File: config.mk
export PLATFORM = sky130hd
export DESIGN_NAME = crcmb_core
export DESIGN_NICKNAME = d
export VERILOG_FILES = /design/src/hdl/crcmb_pkg.sv /design/src/hdl/crcmb_core.sv
export SDC_FILE = /design/constraint.sdc
export NUM_CORES = 1
export LEC_CHECK = 0
export BUFFER_PORTS_ARGS = -buffer_cell sky130_fd_sc_hd__buf_2
export CELL_PAD_IN_SITES_DETAIL_PLACEMENT = 1
export CELL_PAD_IN_SITES_GLOBAL_PLACEMENT = 1
export CORE_MARGIN = 1.5
export CORE_UTILIZATION = 39
export CTS_BUF_LIST = sky130_fd_sc_hd__clkbuf_8
export CTS_CLUSTER_DIAMETER = 200
export DETAILED_ROUTE_END_ITERATION = 10
export GPL_TIMING_DRIVEN = 0
export PLACE_DENSITY = 0.76
export SKIP_CTS_REPAIR_TIMING = 1
export SLEW_MARGIN = 20
export SYNTH_ARGS = -nofsm -noshare
export SYNTH_HDL_FRONTEND = slang
export SYNTH_SLANG_ARGS = --single-unit
File: constraint.sdc
create_clock -name clk -period 1.9 [get_ports clk]
set_input_delay 0.095 -clock clk [delete_from_list [all_inputs] [get_ports clk]]
set_output_delay 0.095 -clock clk [all_outputs]
set_load 0.02 [all_outputs]
File: src/hdl/crcmb_pkg.sv
// Shared types, constants and the CRC-16/MODBUS byte update for the frame checker.
package crcmb_pkg;

  localparam int FRAME_BYTES = 9;
  localparam int IDX_W       = 4;

  localparam logic [IDX_W-1:0] IDX_ADDR    = IDX_W'(4);
  localparam logic [IDX_W-1:0] IDX_VAL_HI  = IDX_W'(5);
  localparam logic [IDX_W-1:0] IDX_VAL_LO  = IDX_W'(6);
  localparam logic [IDX_W-1:0] IDX_CRC_LO  = IDX_W'(FRAME_BYTES - 2);
  localparam logic [IDX_W-1:0] IDX_CRC_HI  = IDX_W'(FRAME_BYTES - 1);
  localparam logic [IDX_W-1:0] IDX_MAX     = {IDX_W{1'b1}};

  localparam logic [15:0] CRC_INIT = 16'hFFFF;
  localparam logic [15:0] CRC_POLY = 16'hA001;

  typedef enum logic [1:0] {
    ST_OK     = 2'd0,
    ST_LENGTH = 2'd1,
    ST_CRC    = 2'd2
  } status_t;

  typedef struct packed {
    status_t     status;
    logic [7:0]  address;
    logic [15:0] value;
  } result_t;

  function automatic logic [15:0] crc_update(input logic [15:0] crc, input logic [7:0] b);
    logic [15:0] c;
    c = crc ^ {8'h00, b};
    for (int k = 0; k < 8; k++) begin
      if (c[0]) begin
        c = (c >> 1) ^ CRC_POLY;
      end else begin
        c = c >> 1;
      end
    end
    return c;
  endfunction

endpackage

File: src/hdl/crcmb_core.sv
// Frame state: byte counter, running CRC, captured fields and the end-of-frame status.
module crcmb_core (
  input  logic                   clk,
  input  logic                   rst,
  input  logic                   accept,
  input  logic [7:0]             rx_byte,
  input  logic                   end_of_frame,
  output logic                   res_valid,
  output crcmb_pkg::result_t     res
);

  logic [crcmb_pkg::IDX_W-1:0] byte_index, byte_index_next;
  logic [15:0]                 crc_accum, crc_accum_next;
  logic [7:0]                  crc_low_received, crc_low_received_next;
  logic [7:0]                  address_hold, address_hold_next;
  logic [15:0]                 value_hold, value_hold_next;
  logic [15:0]                 received;
  crcmb_pkg::status_t          status;

  always_comb begin
    crc_accum_next        = crc_accum;
    crc_low_received_next = crc_low_received;
    address_hold_next     = address_hold;
    value_hold_next       = value_hold;
    byte_index_next       = byte_index;
    if (byte_index < crcmb_pkg::IDX_CRC_LO) begin
      crc_accum_next = crcmb_pkg::crc_update(crc_accum, rx_byte);
    end
    case (byte_index)
      crcmb_pkg::IDX_ADDR:   address_hold_next = rx_byte;
      crcmb_pkg::IDX_VAL_HI: value_hold_next = {rx_byte, value_hold[7:0]};
      crcmb_pkg::IDX_VAL_LO: value_hold_next = {value_hold[15:8], rx_byte};
      crcmb_pkg::IDX_CRC_LO: crc_low_received_next = rx_byte;
      default: ;
    endcase
    if (byte_index != crcmb_pkg::IDX_MAX) begin
      byte_index_next = byte_index + 1'b1;
    end
  end

  assign received = {rx_byte, crc_low_received};

  always_comb begin
    if (byte_index != crcmb_pkg::IDX_CRC_HI) begin
      status = crcmb_pkg::ST_LENGTH;
    end else if (received == crc_accum) begin
      status = crcmb_pkg::ST_OK;
    end else begin
      status = crcmb_pkg::ST_CRC;
    end
  end

  always_comb begin
    res_valid   = accept && end_of_frame;
    res.status  = status;
    res.address = (status == crcmb_pkg::ST_OK) ? address_hold : 8'h00;
    res.value   = (status == crcmb_pkg::ST_OK) ? value_hold : 16'h0000;
  end

  always_ff @(posedge clk) begin
    if (rst || (accept && end_of_frame)) begin
      byte_index       <= '0;
      crc_accum        <= crcmb_pkg::CRC_INIT;
      crc_low_received <= 8'h00;
      address_hold     <= 8'h00;
      value_hold       <= 16'h0000;
    end else if (accept) begin
      byte_index       <= byte_index_next;
      crc_accum        <= crc_accum_next;
      crc_low_received <= crc_low_received_next;
      address_hold     <= address_hold_next;
      value_hold       <= value_hold_next;
    end
  end

  a_restart: assert property (@(posedge clk) disable iff (rst)
    res_valid |=> (byte_index == '0) && (crc_accum == crcmb_pkg::CRC_INIT))
    else $error("frame state not restarted after a result");

  a_ok_len: assert property (@(posedge clk) disable iff (rst)
    (res_valid && (res.status == crcmb_pkg::ST_OK)) |-> (byte_index == crcmb_pkg::IDX_CRC_HI))
    else $error("ok status on a frame of wrong length");

  a_crc_hold: assert property (@(posedge clk) disable iff (rst)
    (accept && !end_of_frame && (byte_index >= crcmb_pkg::IDX_CRC_LO)) |=>
      $stable(crc_accum))
    else $error("CRC changed on a received CRC byte");

endmodule

==> metrics.yaml, run 1 <==
timing:
  min_period_ns: 2.16
  min_period_over_period_pct: 114
  tightest_slew_ns: 0.515
  rsz0062_at_grt: "true"
  setup_viol: 26
  max_slew_margin_pct: 65.7
  worst_slack_ns: -0.259
  finClkSkew_ns: 0.00419
  fmax_mhz: 463
  hold_viol: 0
  slew_violations: 0
pwr:
  pwr-share-clk_pct: 34.2
  power.density_mw_per_mm2: 793
  leakagePower_nw: 1.18
  power_mw: 2.42
  p_sw_share_pct: 26.4
  pwr-share-comb_pct: 16.8
  p_switching_uw: 638
  seq_power_share_pct: 49.0
  internal-power_mw: 1.78
  vdd_drop_max_uv: 432
finish:
  antenna_cells: 0
  drive_gt1_share_pct: 20.5
  syn2layout_area_growth_pct: 20.8
  fin_nets: 352
  fin_cells: 414
  stdcell_area_mm2: 0.00305
clock_tree:
  clkLatencyLatePin_ns: 0.30
  clkSinkCount: 52
  cts.clk_slew.worst_paths_ns: 0.09
  htree_levels: 2
  cts_buffer_depth: 2
  clockRootBuffer: "clkbuf_8"
  cts_tree: "done"
  numCtsBuffers: 5
die:
  die_height_um: 83.4
  die_w_um: 83.4
  dieArea_mm2: 0.00696
  coreArea_mm2: 0.00631
  io_pins: 39
  start_util_pct: 40.0
  rows: 29
worst_setup_path:
  max_stage_delay_ns: 0.36
  cp_max_fo: 10
  r2r-end: "crc_accum[15]"
  critPathKind: "flip-flop to output pin"
  cp-start-kind: "flip-flop"
  cp.required_ns: 1.80
  worst_path_max_delay_cell: "dfxtp_1"
  end_kind: "output pin"
  r2r_cells: 5
  reg2reg_slack_ns: -0.08
  crit_chain: "xor2_1 > nor4_2 > nand4_1 > nor2_4 > buf_6 > and2_1 > buf_4"
  r2r_start: "crc_accum[1]"
  arrival_ns: 2.06
worst_hold_path:
  hp-class: "input port to flip-flop"
  hold_path.startpoint: "rx_byte[1]"
  min_to: "crc_low_received[1]"
  whs_path_depth: 3
placed_design:
  gp_congestion: 0.767
  placedInstanceArea_mm2: 0.00277
  port_buffers: 30
  dp_hpwl_um: 4760
  placed_cells: 403
grt:
  globalRouteMet1Util_pct: 24.4
  grt_overflow: 0
  grtUsageMet3_pct: 2.88
  top_usage_layer: "met2"
  antenna_found_initial: 0
  grt_pass1_wl_um: 10300
  globalRouteTotalUtil_pct: 18.6
  grt_use_met2_pct: 31.9
  grt_pass1_vias: 2112
  grt_max_degree: 16
logic_synthesis:
  async_reset_ff_share_pct: 0
  netlist-cell-type-count: 31
  ys_warn_count: 0
  netlist_top_cells_count: "nand2_1, dfxtp_1, and2_1"
  syn_avg_cell_area_um2: 8.52
  syn-num-nets: 312
  yosysSeqAreaShare_pct: 41.3
  synth_most_common_cell: "nand2_1"
  synth_largest_area_cell: "dfxtp_1"
  syn-cell-area_mm2: 0.00252
  ys_seq_elements: 52
  yosysTopAreaCellShare_pct: 41.3
  synthTopCellsByArea: "dfxtp_1, nand2_1, and2_1, mux2i_1, xor2_1"
  synth-main-ff-cell: "dfxtp_1"
  synthCells: 296
  synth_edf_count: 0
outcome:
  outcome: "finished with violations"
  violations: "negative setup slack"
drt:
  dr.first_iter.drc_count: 92
  wl_per_cell_um: 15.4
  route.detailed.drc: 0
  avgViaCountPerCell: 5.06
  antenna_left: 0
  vias: 2093
  drtPass1Iterations: 4
  wl_um: 6390
flow_run:
  maxCapViolCount: 0
registers in the layout, indices dropped and copies added, names as in the netlist:
name,count
crc_accum,16
value_hold,16
address_hold,8
crc_low_received,8
byte_index,4
cell usage in the layout (no fill, tap or decap), drive strengths merged:
cell type,n
xor2,18
and3,2
nand2,56
buf,40
or2,1
o211ai,7
mux2i,16
nor3,2
xnor2,18
nor2,19
o21ai,1
inv,3
nand4,4
xnor3,1
nand3,10
or4,2
nor4,4
nor3b,2
a211oi,1
dfxtp,52
nand3b,1
clkbuf,23
nor2b,2
o311a,2
a21oi,19
and2,26
bufinv,1
ha,4
power by group through the flow:
stage	Combinational, mW	Sequential (mW)	Clock [mW]
2_1_floorplan	0.306	1.19	0
3_3_place_gp	0.374	1.20	0
3_5_place_dp	0.389	1.21	0
4_1_cts	0.396	1.18	0.844
5_1_grt	0.455	1.19	0.885
6_report	0.407	1.18	0.826
how the worst max path moves through the flow:
stage | from | endpoint | slack (ns) | depth (start not counted)
floorplan | crc_accum[0] | crc_accum[14] | 0.04 | 5
global placement | rx_byte[7] | res[16] | -0.24 | 8
detailed placement | rx_byte[7] | res[16] | -0.31 | 8
CTS | crc_accum[15] | res[16] | -0.64 | 7
global route | crc_accum[3] | res[20] | -0.37 | 7
finish | crc_accum[3] | res[10] | -0.26 | 7
cells by family after synthesis:
| group | synth area share (%) |
|---|---|
| flip-flops | 41.3 |
| AND/OR/NAND/NOR | 24.7 |
| buffers and inverters | 4.51 |
| XOR/XNOR | 14.0 |
| multiplexers | 6.35 |
| AO/OA/AOI/OAI | 7.14 |
| adder cells (fa/ha/maj) | 1.98 |
final cells by class:
class | count | area (um^2)
buffer | 23 | 119
multi-input combinational | 218 | 1420
sequential | 52 | 1050
fill | 771 | 3270
clock inverter | 1 | 30.0
tap | 77 | 96.3
inverter | 3 | 11.3
clock buffer | 7 | 96.3
timing repair buffer | 33 | 224
critical path: cells and delay by family (launching register included):
kind | cells | cell delay [ns]
AND/OR/NAND/NOR | 4 | 0.92
buffers and inverters | 2 | 0.30
XOR/XNOR | 1 | 0.17
flip-flops | 1 | 0.36
routing by layer:
layer	vias up	wire, um	part of all wire, %
met5	-	0	0
met4	0	64	1.0
met3	6	120	1.9
met2	20	3160	49
met1	1019	3050	48
li1	1048	-	-
metrics by stage:
stage	utilization [%]	setup WS (ns)	TNS (ns)	hold slack, ns
2_1_floorplan	-	0.0382	0	0.255
3_3_place_gp	43.9	-0.243	-4.35	0.385
3_5_place_dp	43.9	-0.306	-5.82	0.393
4_1_cts	45.9	-0.642	-13.71	0.0644
5_1_grt	48.3	-0.373	-8.50	0.0691
6_report	48.3	-0.259	-5.57	0.0729
(Power assumes the default switching activity.)
==> inputs of run 2 (changes only) <==
- CORE_UTILIZATION: 39 -> 40
- PLACE_DENSITY: 0.76 -> 0.75
- clock period: 1.9 -> 2.5 ns (I/O delays scaled with it)
==> run 2 against run 1 <==
Compared with the run above:
- the run now ends clean
- critical path depth unchanged
- largest cell class unchanged
- highest routed layer unchanged
- critical path type unchanged
- via count down 2.0%
- worst hold slack better by 0.021 ns
==> metrics.yaml, run 2 (synthesis results as in run 1) <==
outcome:
  outcome: "complete, no violations"
die:
  die_height_um: 82.4
  start_util_pct: 42.1
  dieArea_mm2: 0.00679
  rows: 28
  coreArea_mm2: 0.00599
  die_w_um: 82.4
  io_pins: 39
grt:
  grt_overflow: 0
  grt_pass1_vias: 1963
  grt_pass1_wl_um: 9680
  globalRouteTotalUtil_pct: 19.1
  antenna_found_initial: 0
  grt_max_degree: 16
placed_design:
  port_buffers: 30
  gp_congestion: 0.746
  placedInstanceArea_mm2: 0.00277
  dp_slack_ns: 0.201
  dp_hpwl_um: 4550
clock_tree:
  clkSinkCount: 52
  cts_tree: "done"
  numCtsBuffers: 5
  cts_buffer_depth: 2
  cts.clk_slew.worst_paths_ns: 0.09
  htree_levels: 2
  clkLatencyLatePin_ns: 0.30
  clockRootBuffer: "clkbuf_8"
worst_setup_path:
  critPathKind: "flip-flop to output pin"
  end_kind: "output pin"
  reg2reg_slack_ns: 0.45
  arrival_ns: 2.13
  cp.required_ns: 2.38
  cp_max_fo: 10
  cp-start-kind: "flip-flop"
flow_run:
  maxCapViolCount: 0
finish:
  fin_nets: 349
  mostFrequentLayoutCells: "nand2_1, dfxtp_1, buf_2"
  final_util_pct: 48.5
  stdcell_area_mm2: 0.00291
  layout_commonest_cell: "nand2_1"
  syn2layout_area_growth_pct: 15.2
  largestRegisters: "crc_accum: 16 flops, value_hold: 16 flops"
  antenna_cells: 0
  drive_gt1_share_pct: 15.9
  fillCellCount: 743
pwr:
  pwr-share-clk_pct: 36.2
  internal-power_mw: 1.39
  power.density_mw_per_mm2: 640
  p_switching_uw: 473
  vdd_drop_max_uv: 310
  p_sw_share_pct: 25.4
  seq_power_share_pct: 48.2
  pwr-share-comb_pct: 15.6
  leakagePower_nw: 1.15
drt:
  drtPass1Iterations: 4
  dr.first_iter.drc_count: 77
  route.detailed.drc: 0
  antenna_left: 0
  wl_per_cell_um: 14.4
  wl_um: 5870
  vias: 2051
  avgViaCountPerCell: 5.03
timing:
  min_period_ns: 2.25
  finClkSkew_ns: 0.00400
  tightest_slew_ns: 0.523
  fmax_mhz: 444
  holdWs_ns: 0.0938
  worst_slack_ns: 0.247
  setup_viol: 0
  max_slew_margin_pct: 65.1
  hold_viol: 0
  slew_violations: 0
  min_period_over_period_pct: 90.1
  rsz0062_at_grt: "false"
worst_hold_path:
  hp-class: "input port to flip-flop"
==> run 2: through the flow <==
step	setup TNS [ns]	cells	total power [mW]
global route	0	408	1.94
global placement	0	401	1.20
floorplan	0	296	1.14
CTS	-0.475	408	1.88
finish	0	408	1.86
detailed placement	0	401	1.21
==> run 2: worst paths after layout <==
kind                                 startpoint                  end  cells after the start
worst min-delay path                 rx_byte[1]  crc_low_received[1]                      3
worst max-delay path               crc_accum[3]              res[16]                      7
worst min register to register  address_hold[6]      address_hold[6]                      2
worst max register to register     crc_accum[1]        crc_accum[15]                      5
==> run 2: per-layer routing <==
layer	track usage [%]	share of wire, %	wire [um]
met3	3.30	2.2	131
met1	25.1	49	2860
met4	6.10	1.3	77
met2	31.8	48	2800
met5	0	0	0
==> run 2: worst max-delay path, cell delays in order, from the launching register on <==
cell	delay (ns)
dfxtp_1	0.36
xor2_1	0.15
nor4_1	0.33
nand4_1	0.19
nor2_2	0.22
clkbuf_2	0.24
and2_1	0.17
buf_2	0.16
==> run 2: area by class of cell <==
cell class,count,area [um^2],area share (%)
buffer,23,105,3.62
clock buffer,5,68.8,2.37
clock inverter,2,60.1,2.07
inverter,3,11.3,0.387
multi-input combinational,218,1380,47.4
sequential,52,1040,35.8
tap,75,93.8,3.23
timing repair buffer,30,150,5.17
==> run 2: power by group through the flow <==
stage	registers (mW)	clock network, mW	logic, mW
finish	0.897	0.673	0.290
global route	0.903	0.718	0.317
CTS	0.898	0.686	0.293
detailed placement	0.918	0	0.290
global placement	0.916	0	0.284
floorplan	0.907	0	0.232
==> inputs of run 3 (changes only) <==
- BUFFER_PORTS_ARGS: -buffer_cell sky130_fd_sc_hd__buf_2 -> default
- DONT_BUFFER_PORTS: default -> 1
- PLACE_DENSITY: 0.75 -> 0.69
- REMOVE_ABC_BUFFERS: default -> 1
==> run 3 against run 2 <==
Compared with the run above:
- largest power group unchanged
- sequential share of layout area grew 1.4 points
- the flow now finishes with violations (negative hold slack)
- maximum frequency shrank 8.0%
- critical endpoint is now res[5]
- setup slack lost 0.20 ns
- largest cell class unchanged
==> metrics.yaml, run 3 (synthesis results as in run 1) <==
placed_design:
  gp_congestion: 0.804
  dp_hpwl_um: 4200
  port_buffers: 0
finish:
  layout_commonest_cell: "nand2_1"
  fin_nets: 309
  syn2layout_area_growth_pct: 10.9
  drive_gt1_share_pct: 6.80
  mostFrequentLayoutCells: "nand2_1, dfxtp_1, and2_1"
  largestRegisters: "crc_accum: 16 flops, value_hold: 16 flops"
  antenna_cells: 0
timing:
  fin_setup_tns_ns: 0
  min_period_over_period_pct: 98.0
  slew_violations: 0
  min_period_ns: 2.45
  hold_viol: 5
  setup_viol: 0
  max_slew_margin_pct: 47.7
  holdWs_ns: -0.0308
  tightest_slew_ns: 0.785
  finClkSkew_ns: 0.00611
  fmax_mhz: 408
drt:
  route.detailed.drc: 0
  dr_wl_met2_um: 3190
  drtPass1Iterations: 4
  wl_met3_um: 172
  wl_per_cell_um: 17.4
  wl_met1_um: 2960
  topRoutingLayerUsed: "met4"
  avgViaCountPerCell: 5.34
  wl_um: 6420
  vias: 1969
  antenna_left: 0
  dr.first_iter.drc_count: 93
die:
  coreArea_mm2: 0.00599
  io_pins: 39
  rows: 28
  dieArea_mm2: 0.00679
  die_w_um: 82.4
  die_height_um: 82.4
  start_util_pct: 42.1
clock_tree:
  cts.clk_slew.worst_paths_ns: 0.10
  clkLatencyLatePin_ns: 0.31
  clockRootBuffer: "clkbuf_8"
  htree_levels: 2
  cts_buffer_depth: 2
  clkSinkCount: 52
  numCtsBuffers: 5
  cts_tree: "done"
worst_setup_path:
  worst_path_max_delay_cell: "nor4_1"
  cp_max_fo: 12
  path_buf_inv: 1
  r2r_cells: 4
  critPathKind: "flip-flop to output pin"
  cp-start-kind: "flip-flop"
  end_kind: "output pin"
  cp.required_ns: 2.38
  max_stage_delay_ns: 0.43
  reg2reg_slack_ns: 0.37
  cpLargestDelayFamily: "simple AND/OR/NAND/NOR gates"
  arrival_ns: 2.32
  crit_chain: "xor2_1 > nor4_1 > nand4_1 > nor2_4 > buf_12 > and2_1"
  r2r_start: "byte_index[3]"
  r2r-end: "crc_accum[15]"
outcome:
  outcome: "finished with violations"
  violations: "negative hold slack"
grt:
  grt_max_degree: 42
  grt_pass1_vias: 1892
  grt_pass1_wl_um: 9670
  globalRouteTotalUtil_pct: 19.2
  grt_overflow: 0
  antenna_found_initial: 0
pwr:
  p_switching_uw: 476
  pwr-share-comb_pct: 15.6
  seq_power_share_pct: 49.2
  pwr-share-clk_pct: 35.2
  p_sw_share_pct: 26.1
  internal-power_mw: 1.35
  leakagePower_nw: 0.984
  vdd_drop_max_uv: 304
  power.density_mw_per_mm2: 652
flow_run:
  maxCapViolCount: 0
worst_hold_path:
  hold_path.startpoint: "rx_byte[0]"
  whs_path_depth: 2
  hp-class: "input port to flip-flop"
  min_to: "value_hold[0]"
## run 3: power groups by stage
| stage | registers, mW | logic, mW | clock network [mW] |
|---|---|---|---|
| floorplan | 0.907 | 0.213 | 0 |
| global placement | 0.914 | 0.257 | 0 |
| detailed placement | 0.916 | 0.263 | 0 |
| CTS | 0.897 | 0.266 | 0.652 |
| global route | 0.902 | 0.312 | 0.689 |
| finish | 0.897 | 0.285 | 0.642 |
## run 3: layout make-up
class	count	area [um^2]
Multi-Input combinational cell	219	1400
Sequential cell	52	1040
Timing Repair Buffer	12	125
Fill cell	723	3190
Tap cell	75	93.8
Inverter	3	11.3
Clock buffer	7	96.3
Clock inverter	1	30.0
## run 3: worst max-delay path by stage
stage	startpoint	to	slack, ns	cells past startpoint
after floorplan	byte_index[3]	value_hold[10]	0.44	5
after global placement	byte_index[3]	value_hold[3]	-0.16	5
after detailed placement	crc_accum[4]	res[17]	0.20	5
after CTS	crc_accum[4]	res[17]	-0.15	5
after global routing	crc_accum[12]	res[18]	-0.004	5
final	crc_accum[4]	res[5]	0.05	6
## run 3: per-stage QoR
| step | instance area [um^2] | total power, mW | instances | utilization (%) | setup slack [ns] |
|---|---|---|---|---|---|
| 6_report | 2800 | 1.82 | 369 | 46.7 | 0.0505 |
| 5_1_grt | 2800 | 1.90 | 369 | 46.7 | -0.00357 |
| 4_1_cts | 2670 | 1.82 | 358 | 44.5 | -0.151 |
| 3_5_place_dp | 2540 | 1.18 | 350 | 42.4 | 0.200 |
| 3_3_place_gp | 2510 | 1.17 | 348 | 42.0 | -0.159 |
| 2_1_floorplan | 2420 | 1.12 | 273 | - | 0.437 |
## run 3: metal layers
metal	up-vias	track usage, %
met5	-	0
met4	0	5.59
met3	9	3.85
met2	32	31.9
met1	965	25.0
li1	963	-
